`config.mk`:
```
export PLATFORM = sky130hd
export DESIGN_NAME = midpoint_circle_rasterizer
export DESIGN_NICKNAME = d
export VERILOG_FILES = /design/src/rtl/core/mcr_pkg.sv /design/src/rtl/core/mcr_front.sv /design/src/rtl/core/mcr_queue.sv /design/src/rtl/core/mcr_back.sv /design/src/rtl/core/midpoint_circle_rasterizer.sv
export SDC_FILE = /design/constraint.sdc
export NUM_CORES = 1
export LEC_CHECK = 0
export ABC_AREA = 1
export BUFFER_PORTS_ARGS = -buffer_cell sky130_fd_sc_hd__clkbuf_2
export CELL_PAD_IN_SITES_DETAIL_PLACEMENT = 0
export CELL_PAD_IN_SITES_GLOBAL_PLACEMENT = 1
export CORE_MARGIN = 3
export CORE_UTILIZATION = 40
export DETAILED_ROUTE_END_ITERATION = 10
export PLACE_DENSITY = 0.74
export SLEW_MARGIN = 10
export SYNTH_ARGS = -nofsm -noshare
export SYNTH_HDL_FRONTEND = slang
export SYNTH_SLANG_ARGS = --single-unit
```
`constraint.sdc`:
```
create_clock -name i_clk -period 18 [get_ports i_clk]
set_input_delay 3.6 -clock i_clk [delete_from_list [all_inputs] [get_ports i_clk]]
set_output_delay 3.6 -clock i_clk [all_outputs]
set_load 0.01 [all_outputs]
```
`src/rtl/core/mcr_pkg.sv`:
```
// Shared types and constants for the midpoint circle rasterizer.
// No dependencies; every other file of the block uses this package.
package mcr_pkg;

    localparam int COORD_WIDTH_DEF = 16;

    localparam int CENTER_W = 15;
    localparam int RADIUS_W = 14;
    localparam int COLOUR_W = 32;
    localparam int POS_X_W  = 16;
    localparam int POS_Y_W  = 15;
    localparam int STEP_W   = 17;
    localparam int ERR_W    = 18;
    localparam int CALC_W   = 19;
    localparam int PT_IDX_W = 3;

    typedef enum logic {
        OP_START   = 1'b0,
        OP_ADVANCE = 1'b1
    } t_op;

    localparam logic [PT_IDX_W-1:0] PT_LAST = 3'd7;

    // One step's worth of work for the point emitter.
    typedef struct packed {
        logic [CENTER_W-1:0] cx;
        logic [CENTER_W-1:0] cy;
        logic [POS_X_W-1:0]  x;
        logic [POS_Y_W-1:0]  y;
        logic [COLOUR_W-1:0] colour;
        logic                done;
    } t_job;

    typedef struct packed {
        logic push;
        t_job job;
    } t_q_wr;

endpackage

```
`src/rtl/core/mcr_front.sv`:
```
// Front end: accepts start and advance items, holds the circle state and
// performs the midpoint step update. Depends on mcr_pkg.
module mcr_front (
    input  logic                            i_clk,
    input  logic                            i_rst_n,
    input  logic                            i_valid,
    output logic                            o_ready,
    input  logic                            i_op,
    input  logic [mcr_pkg::CENTER_W-1:0]    i_center_x,
    input  logic [mcr_pkg::CENTER_W-1:0]    i_center_y,
    input  logic [mcr_pkg::RADIUS_W-1:0]    i_radius,
    input  logic [mcr_pkg::COLOUR_W-1:0]    i_colour,
    input  logic                            i_q_full,
    output mcr_pkg::t_q_wr                  o_q_wr
);

    logic                           r_active;
    logic [mcr_pkg::CENTER_W-1:0]   r_cx;
    logic [mcr_pkg::CENTER_W-1:0]   r_cy;
    logic [mcr_pkg::RADIUS_W-1:0]   r_r;
    logic [mcr_pkg::COLOUR_W-1:0]   r_colour;
    logic signed [mcr_pkg::POS_X_W-1:0] r_x;
    logic [mcr_pkg::POS_Y_W-1:0]    r_y;
    logic [mcr_pkg::STEP_W-1:0]     r_dx;
    logic [mcr_pkg::STEP_W-1:0]     r_dy;
    logic signed [mcr_pkg::ERR_W-1:0] r_err;

    logic                           start;
    logic                           accept;
    logic                           run;
    logic                           c_active;
    logic [mcr_pkg::CENTER_W-1:0]   c_cx;
    logic [mcr_pkg::CENTER_W-1:0]   c_cy;
    logic [mcr_pkg::RADIUS_W-1:0]   c_r;
    logic [mcr_pkg::COLOUR_W-1:0]   c_colour;
    logic signed [mcr_pkg::POS_X_W-1:0] c_x;
    logic [mcr_pkg::POS_Y_W-1:0]    c_y;
    logic [mcr_pkg::STEP_W-1:0]     c_dx;
    logic [mcr_pkg::STEP_W-1:0]     c_dy;
    logic signed [mcr_pkg::ERR_W-1:0] c_err;
    logic signed [mcr_pkg::CALC_W-1:0] two_r;
    logic signed [mcr_pkg::CALC_W-1:0] e_mid;
    logic signed [mcr_pkg::CALC_W-1:0] e_end;
    logic signed [mcr_pkg::POS_X_W-1:0] n_x;
    logic [mcr_pkg::POS_Y_W-1:0]    n_y;
    logic [mcr_pkg::STEP_W-1:0]     n_dx;
    logic [mcr_pkg::STEP_W-1:0]     n_dy;
    logic                           done;

    assign start   = (i_op == mcr_pkg::OP_START);
    assign o_ready = !i_q_full;
    assign accept  = i_valid && o_ready;

    // A start item replaces the held state before the first step is taken.
    always_comb begin
        c_cx     = start ? i_center_x : r_cx;
        c_cy     = start ? i_center_y : r_cy;
        c_r      = start ? i_radius   : r_r;
        c_colour = start ? i_colour   : r_colour;
        c_x      = start ? $signed({2'b00, i_radius}) - 16'sd1 : r_x;
        c_y      = start ? '0 : r_y;
        c_dx     = start ? mcr_pkg::STEP_W'(1) : r_dx;
        c_dy     = start ? mcr_pkg::STEP_W'(1) : r_dy;
        two_r    = $signed({4'b0000, c_r, 1'b0});
        c_err    = start ? mcr_pkg::ERR_W'(19'sd1 - two_r) : r_err;
        c_active = start ? (i_radius != '0) : r_active;
        run      = c_active && !(c_x < $signed({1'b0, c_y}));
    end

    always_comb begin
        n_x   = c_x;
        n_y   = c_y;
        n_dx  = c_dx;
        n_dy  = c_dy;
        e_mid = mcr_pkg::CALC_W'(c_err);
        if (c_err <= 0) begin
            n_y   = c_y + 1'b1;
            e_mid = e_mid + $signed({2'b00, c_dy});
            n_dy  = c_dy + 2'd2;
        end
        e_end = e_mid;
        if (e_mid > 0) begin
            n_x   = c_x - 16'sd1;
            n_dx  = c_dx + 2'd2;
            e_end = e_mid + $signed({2'b00, n_dx}) - two_r;
        end
        done = n_x < $signed({1'b0, n_y});
    end

    always_ff @(posedge i_clk) begin
        if (!i_rst_n) begin
            r_active <= 1'b0;
            r_cx     <= '0;
            r_cy     <= '0;
            r_r      <= '0;
            r_colour <= '0;
            r_x      <= '0;
            r_y      <= '0;
            r_dx     <= mcr_pkg::STEP_W'(1);
            r_dy     <= mcr_pkg::STEP_W'(1);
            r_err    <= '0;
        end else if (accept) begin
            r_cx     <= c_cx;
            r_cy     <= c_cy;
            r_r      <= c_r;
            r_colour <= c_colour;
            r_active <= run && !done;
            if (run) begin
                r_x   <= n_x;
                r_y   <= n_y;
                r_dx  <= n_dx;
                r_dy  <= n_dy;
                r_err <= mcr_pkg::ERR_W'(e_end);
            end else begin
                r_x   <= c_x;
                r_y   <= c_y;
                r_dx  <= c_dx;
                r_dy  <= c_dy;
                r_err <= c_err;
            end
        end
    end

    // The points of a step use the position from before the update.
    always_comb begin
        o_q_wr.push       = accept && run;
        o_q_wr.job.cx     = c_cx;
        o_q_wr.job.cy     = c_cy;
        o_q_wr.job.x      = c_x;
        o_q_wr.job.y      = c_y;
        o_q_wr.job.colour = c_colour;
        o_q_wr.job.done   = done;
    end

endmodule

```
`src/rtl/core/mcr_queue.sv`:
```
// Two-entry step queue between the front end and the point emitter.
// Depends on mcr_pkg.
module mcr_queue (
    input  logic              i_clk,
    input  logic              i_rst_n,
    input  mcr_pkg::t_q_wr    i_q_wr,
    input  logic              i_pop,
    output logic              o_full,
    output logic              o_nonempty,
    output mcr_pkg::t_job     o_job
);

    mcr_pkg::t_job r_mem [2];
    logic          r_wr;
    logic          r_rd;
    logic [1:0]    r_count;

    assign o_full     = (r_count == 2'd2);
    assign o_nonempty = (r_count != 2'd0);
    assign o_job      = r_mem[r_rd];

    always_ff @(posedge i_clk) begin
        if (i_q_wr.push) begin
            r_mem[r_wr] <= i_q_wr.job;
        end
    end

    always_ff @(posedge i_clk) begin
        if (!i_rst_n) begin
            r_wr    <= 1'b0;
            r_rd    <= 1'b0;
            r_count <= 2'd0;
        end else begin
            if (i_q_wr.push) begin
                r_wr <= !r_wr;
            end
            if (i_pop) begin
                r_rd <= !r_rd;
            end
            r_count <= r_count + {1'b0, i_q_wr.push} - {1'b0, i_pop};
        end
    end

endmodule

```
`src/rtl/core/mcr_back.sv`:
```
// Point emitter: turns one queued step into eight mirrored points, one per
// cycle unless the output stalls, via a registered output stage. Depends on mcr_pkg.
module mcr_back #(
    parameter int COORD_WIDTH = mcr_pkg::COORD_WIDTH_DEF
) (
    input  logic                            i_clk,
    input  logic                            i_rst_n,
    input  logic                            i_q_nonempty,
    input  mcr_pkg::t_job                   i_job,
    output logic                            o_pop,
    output logic                            o_valid,
    input  logic                            i_ready,
    output logic signed [COORD_WIDTH-1:0]   o_point_x,
    output logic signed [COORD_WIDTH-1:0]   o_point_y,
    output logic [mcr_pkg::COLOUR_W-1:0]    o_point_colour,
    output logic                            o_step_last,
    output logic                            o_circle_done
);

    mcr_pkg::t_job                  r_job;
    logic                           r_busy;
    logic [mcr_pkg::PT_IDX_W-1:0]   r_idx;
    logic                           r_out_valid;

    logic                           emit;
    logic                           last;
    logic                           swap;
    logic                           neg_x;
    logic                           neg_y;
    logic signed [COORD_WIDTH-1:0]  cx;
    logic signed [COORD_WIDTH-1:0]  cy;
    logic signed [COORD_WIDTH-1:0]  ofs_x;
    logic signed [COORD_WIDTH-1:0]  ofs_y;
    logic signed [COORD_WIDTH-1:0]  ext_x;
    logic signed [COORD_WIDTH-1:0]  ext_y;
    logic signed [COORD_WIDTH-1:0]  n_px;
    logic signed [COORD_WIDTH-1:0]  n_py;

    assign emit  = r_busy && (!r_out_valid || i_ready);
    assign last  = (r_idx == mcr_pkg::PT_LAST);
    assign o_pop = i_q_nonempty && (!r_busy || (emit && last));

    // Octant order: (+x,+y) (+y,+x) (-y,+x) (-x,+y) (-x,-y) (-y,-x) (+y,-x) (+x,-y).
    always_comb begin
        case (r_idx)
            3'd0:    {swap, neg_x, neg_y} = 3'b000;
            3'd1:    {swap, neg_x, neg_y} = 3'b100;
            3'd2:    {swap, neg_x, neg_y} = 3'b110;
            3'd3:    {swap, neg_x, neg_y} = 3'b010;
            3'd4:    {swap, neg_x, neg_y} = 3'b011;
            3'd5:    {swap, neg_x, neg_y} = 3'b111;
            3'd6:    {swap, neg_x, neg_y} = 3'b101;
            default: {swap, neg_x, neg_y} = 3'b001;
        endcase
    end

    always_comb begin
        cx    = COORD_WIDTH'($signed(r_job.cx));
        cy    = COORD_WIDTH'($signed(r_job.cy));
        ext_x = COORD_WIDTH'($signed(r_job.x));
        ext_y = COORD_WIDTH'($signed({1'b0, r_job.y}));
        ofs_x = swap ? ext_y : ext_x;
        ofs_y = swap ? ext_x : ext_y;
        n_px  = neg_x ? cx - ofs_x : cx + ofs_x;
        n_py  = neg_y ? cy - ofs_y : cy + ofs_y;
    end

    always_ff @(posedge i_clk) begin
        if (!i_rst_n) begin
            r_busy      <= 1'b0;
            r_idx       <= '0;
            r_out_valid <= 1'b0;
        end else begin
            if (o_pop) begin
                r_busy <= 1'b1;
                r_idx  <= '0;
            end else if (emit && last) begin
                r_busy <= 1'b0;
            end else if (emit) begin
                r_idx <= r_idx + 1'b1;
            end
            if (emit) begin
                r_out_valid <= 1'b1;
            end else if (i_ready) begin
                r_out_valid <= 1'b0;
            end
        end
    end

    always_ff @(posedge i_clk) begin
        if (o_pop) begin
            r_job <= i_job;
        end
        if (emit) begin
            o_point_x      <= n_px;
            o_point_y      <= n_py;
            o_point_colour <= r_job.colour;
            o_step_last    <= last;
            o_circle_done  <= last && r_job.done;
        end
    end

    assign o_valid = r_out_valid;

endmodule

```
`src/rtl/core/midpoint_circle_rasterizer.sv`:
```
// The first point of a step passes the step queue, the emitter's job register and the
// output register. Throughput: one point per cycle unless i_ready stalls it, set by the
// single point output; the two-entry step queue lets items be taken while points drain.
// Start items with radius 0 and advances after completion draw no points.
// Reset (i_rst_n low, synchronous) empties the queue and output and clears the circle.
module midpoint_circle_rasterizer #(
    parameter int COORD_WIDTH = mcr_pkg::COORD_WIDTH_DEF
) (
    input  logic                            i_clk,
    input  logic                            i_rst_n,
    input  logic                            i_valid,
    output logic                            o_ready,
    input  logic                            i_op,
    input  logic [mcr_pkg::CENTER_W-1:0]    i_center_x,
    input  logic [mcr_pkg::CENTER_W-1:0]    i_center_y,
    input  logic [mcr_pkg::RADIUS_W-1:0]    i_radius,
    input  logic [mcr_pkg::COLOUR_W-1:0]    i_colour,
    output logic                            o_valid,
    input  logic                            i_ready,
    output logic signed [COORD_WIDTH-1:0]   o_point_x,
    output logic signed [COORD_WIDTH-1:0]   o_point_y,
    output logic [mcr_pkg::COLOUR_W-1:0]    o_point_colour,
    output logic                            o_step_last,
    output logic                            o_circle_done
);

    mcr_pkg::t_q_wr q_wr;
    mcr_pkg::t_job  q_job;
    logic           q_full;
    logic           q_nonempty;
    logic           q_pop;

    mcr_front u_front (
        .i_clk      (i_clk),
        .i_rst_n    (i_rst_n),
        .i_valid    (i_valid),
        .o_ready    (o_ready),
        .i_op       (i_op),
        .i_center_x (i_center_x),
        .i_center_y (i_center_y),
        .i_radius   (i_radius),
        .i_colour   (i_colour),
        .i_q_full   (q_full),
        .o_q_wr     (q_wr)
    );

    mcr_queue u_queue (
        .i_clk      (i_clk),
        .i_rst_n    (i_rst_n),
        .i_q_wr     (q_wr),
        .i_pop      (q_pop),
        .o_full     (q_full),
        .o_nonempty (q_nonempty),
        .o_job      (q_job)
    );

    mcr_back #(
        .COORD_WIDTH (COORD_WIDTH)
    ) u_back (
        .i_clk          (i_clk),
        .i_rst_n        (i_rst_n),
        .i_q_nonempty   (q_nonempty),
        .i_job          (q_job),
        .o_pop          (q_pop),
        .o_valid        (o_valid),
        .i_ready        (i_ready),
        .o_point_x      (o_point_x),
        .o_point_y      (o_point_y),
        .o_point_colour (o_point_colour),
        .o_step_last    (o_step_last),
        .o_circle_done  (o_circle_done)
    );

endmodule

```
==> summary.md <==
| Metric | Value |
|---|---|
| Status | completed |
| Worst r2r src | u_front.r_r[0] |
| Unique masters post-synth | 57 |
| Top FF cell, synth | edfxtp_1 |
| Initial antenna violation count | 1 |
| H-tree level count | 2 |
| Lkg Pwr | 12.74 nW |
| Top cell by count, worst path | nand2_1 |
| Vias in the first global route | 20400 |
| Worst-Skew Late Latency | 650 ps |
| Total GRT Usage | 0.2009 |
| Post-CTS setup buffers | 0 |
| CTS Buf Count | 57 |
| Most area-hungry cell type in the Yosys netlist | edfxtp_1 |
| Flop pwr share | 0.378 |
| MaxCap Viol Count | 0 |
| Synth top area cells | edfxtp_1 (39%), dfxtp_1 (13%), nand2_1 (11%) |
| Clock power share | 0.264 |
| WL final | 70.95 mm |
| Hold path endpoint | u_back.o_point_colour[5] |
| Setup crit start kind | input pin |
| Final Hold Fails | 0 |
| Setup crit end kind | register |
| Reg2Reg Setup Slack | 11640 ps |
| CTS sink count | 517 |
| GP Congestion | 0.9656 |
| Total net switching power | 1.705 mW |
| Share of cells above drive strength 1 | 0.1090 |
| EDFF count, synth | 348 |
| Slowest stage delay, CP | 460 ps |
| Setup Crit Path Kind | in -> reg |
| Post-Syn Area per Cell | 8.939 sq um |
| Port Buffers | 148 |
| Final Net Count | 3279 |
| Ys Warns | 0 |
| Die height | 263.4 um |
| Max FO, Critical Path | 45 |
| Reg2Reg Depth | 35 |
| #FFs+latches synth | 517 |
| Pint | 2.977 mW |
| Power share of the combinational group | 0.358 |
| Switching part of the total | 0.3641 |
| Mapped Cells | 2964 |
| Rows | 93 |
| Area growth, synth to finish | 13.41% |
| Critical path data required time | 18420 ps |
| Critical hold path startpoint | u_back.r_job[6] |
| Net count after synthesis | 3172 |
| Final worst clock skew | 76.41 ps |
| CP max stage cell | o21ai_1 |
| Synth Cell Area | 26500 sq um |
| DP HPWL | 49.61 mm |
| Clock transition at path regs | 60 ps |
| Core Region | 65050 sq um |
| Post-CTS Hold Fix Bufs | 0 |
| Top cell type's share of synthesized area | 0.3944 |
| Cell total after placement | 3867 |
| Vias per inst | 5.108 |
| Setup violators final | 0 |
| VDD IR max | 0.08594 mV |
| Setup tns final | 0 ps |
| R2r endpoint | u_front.r_err[17] |
| Routed Antenna Nets | 0 |
| DIE AREA | 69370 sq um |
| Starting density of the core | 0.4074 |
| Worst Hold Slack | 418.4 ps |
| RSZ-0062 raised after global routing | false |
| Hold/Removal Path Class | reg -> reg |
| DR iter-0 viols | 1324 |
| Avg WL per Cell | 17.84 um |
| Sequential share of the synthesized area | 0.5221 |
| Final min period | 9949 ps |
| Peak Freq | 100.5 MHz |
| Crit. Startpoint | i_op |
| Rel. slew slack | 0.1893 |
| First-pass GRT wire length | 111.4 mm |
| Largest net degree at the start of global routing | 111 |
| CTS tree | built |
| PostCTS Resize Cnt | 0 |
| Clk buf depth | 3 |
| Via count | 20310 |
| Non-filler cells in the finished layout | 3976 |
| Post-synth ARST share | 0 |
| Overflow after GRT | 0 |
| Slew Limit Fails | 0 |
| Initial DRT Pass Iterations | 5 |
| Clock root buffer | clkbuf_16 |
| P per Cell Area | 155.8 nW/um^2 |
| Data arrival, critical path | 10370 ps |
| Number of remaining DRC errors | 0 |
| Hold path cells | 0 |
| Crit share post-route | 0.5527 |
| Die width | 263.4 um |
| Tightest Pin Transition | 1203 ps |
| Io pins | 149 |
[cells in the mapped netlist, drive strengths merged, types with 9 or more instances]
library cell / number
a21oi: 281
clkbuf: 99
nand2: 783
nand3: 97
ha: 110
nor2: 140
fa: 17
xnor2: 31
dfxtp: 169
nor3: 30
edfxtp: 348
o211ai: 21
o21ai: 295
buf: 27
nand4: 18
xor2: 100
inv: 323
a31oi: 9
[layer usage]
| metal | track usage | share of wire | vias to the layer above |
|---|---|---|---|
| met5 | 0 | 0 | - |
| met4 | 0.07495 | 0.035 | 0 |
| met3 | 0.02196 | 0.035 | 119 |
| met2 | 0.3572 | 0.49 | 409 |
| met1 | 0.2514 | 0.43 | 9647 |
| li1 | - | - | 10130 |
[how the worst max path moves through the flow]
stage,endpoint,cells past startpoint,slack (ps)
after CTS,u_front.r_active,37,8150
after global placement,u_front.r_active,37,7540
after global routing,u_front.r_err[17],38,7510
after detailed placement,u_front.r_active,37,7440
final,u_front.r_err[17],37,8050
after floorplan,u_queue.r_mem[0][0],20,7040
[state kept, by name (all words and copies together), names as in the netlist, 15 cells and up]
signal / count
u_front.r_cy: 15
u_back.o_point_x: 16
u_back.o_point_colour: 32
u_back.cx: 15
u_front.r_y: 15
u_front.r_dy: 17
u_back.ext_x: 16
u_front.r_x: 16
u_back.cy: 15
u_front.r_err: 18
u_front.r_cx: 15
u_back.o_point_y: 16
u_back.ext_y: 15
u_front.r_colour: 32
u_front.r_dx: 17
u_back.r_job: 33
u_queue.r_mem: 188
[kinds of logic (layout without fill, tap and decap cells)]
family / after synthesis / after routing / share of synthesized area
compound gates: 645 / 645 / 0.1292
xor+xnor: 131 / 131 / 0.04359
fa+ha+maj: 127 / 127 / 0.06479
buf+inv: 450 / 606 / 0.06734
flops: 517 / 517 / 0.5221
other cells: 0 / 1 / 0
simple gates: 1094 / 1094 / 0.1730
[cell usage in the layout, fill, tap and decap left out, types with 21 or more instances in the layout]
cell type	netlist	final
nand2_1	764	763
a21oi_1	281	279
xnor2_1	31	31
nor3_1	26	26
edfxtp_1	348	348
o21ai_0	282	282
dfxtp_1	169	168
nand3_1	93	93
buf_4	2	27
clkbuf_16	0	61
xor2_1	99	99
inv_1	314	313
o211ai_1	21	21
clkbuf_2	0	146
nor2_1	127	124
ha_1	110	110
[area by class of cell]
| class | instances | area (sq um) |
|---|---|---|
| diodes | 1 | 2.502 |
| clock buffers | 82 | 1685 |
| clock inverters | 26 | 356.6 |
| fillers | 6203 | 35000 |
| inverters | 324 | 1219 |
| multi-input cells | 1997 | 10930 |
| flip-flops and latches | 517 | 13840 |
| well taps | 855 | 1070 |
| repair buffers | 174 | 953.4 |
[per-stage QoR]
| step | cell area (sq um) | util | total power [mW] | worst slack (ps) |
|---|---|---|---|---|
| 2_1_floorplan | 26500 | - | 2.989 | 7036 |
| 4_1_cts | 30050 | 0.4619 | 4.734 | 8151 |
| 5_1_grt | 30050 | 0.4620 | 5.004 | 7505 |
| 3_3_place_gp | 28010 | 0.4306 | 3.441 | 7537 |
| 3_5_place_dp | 28010 | 0.4306 | 3.480 | 7438 |
| 6_report | 30050 | 0.4620 | 4.682 | 8051 |
[worst max-delay path, delay by kind of cell]
family	cells	cell delay (ps)
adders and majority gates	3	1100
buffers and inverters	2	750
and+or+nand+nor	22	2910
xor gates and xnor gates	1	170
AOI/OAI and AO/OA	9	1780
[power by group through the flow]
stage                     registers (mW)  clock network (mW)  logic, mW
after floorplan                     1.82                   0       1.17
after global placement              1.79                   0       1.65
after detailed placement            1.80                   0       1.68
after CTS                           1.77                1.27       1.69
after global routing                1.79                1.31       1.90
final                               1.77                1.24       1.67
Note: power is estimated with default switching activity, not from simulation.
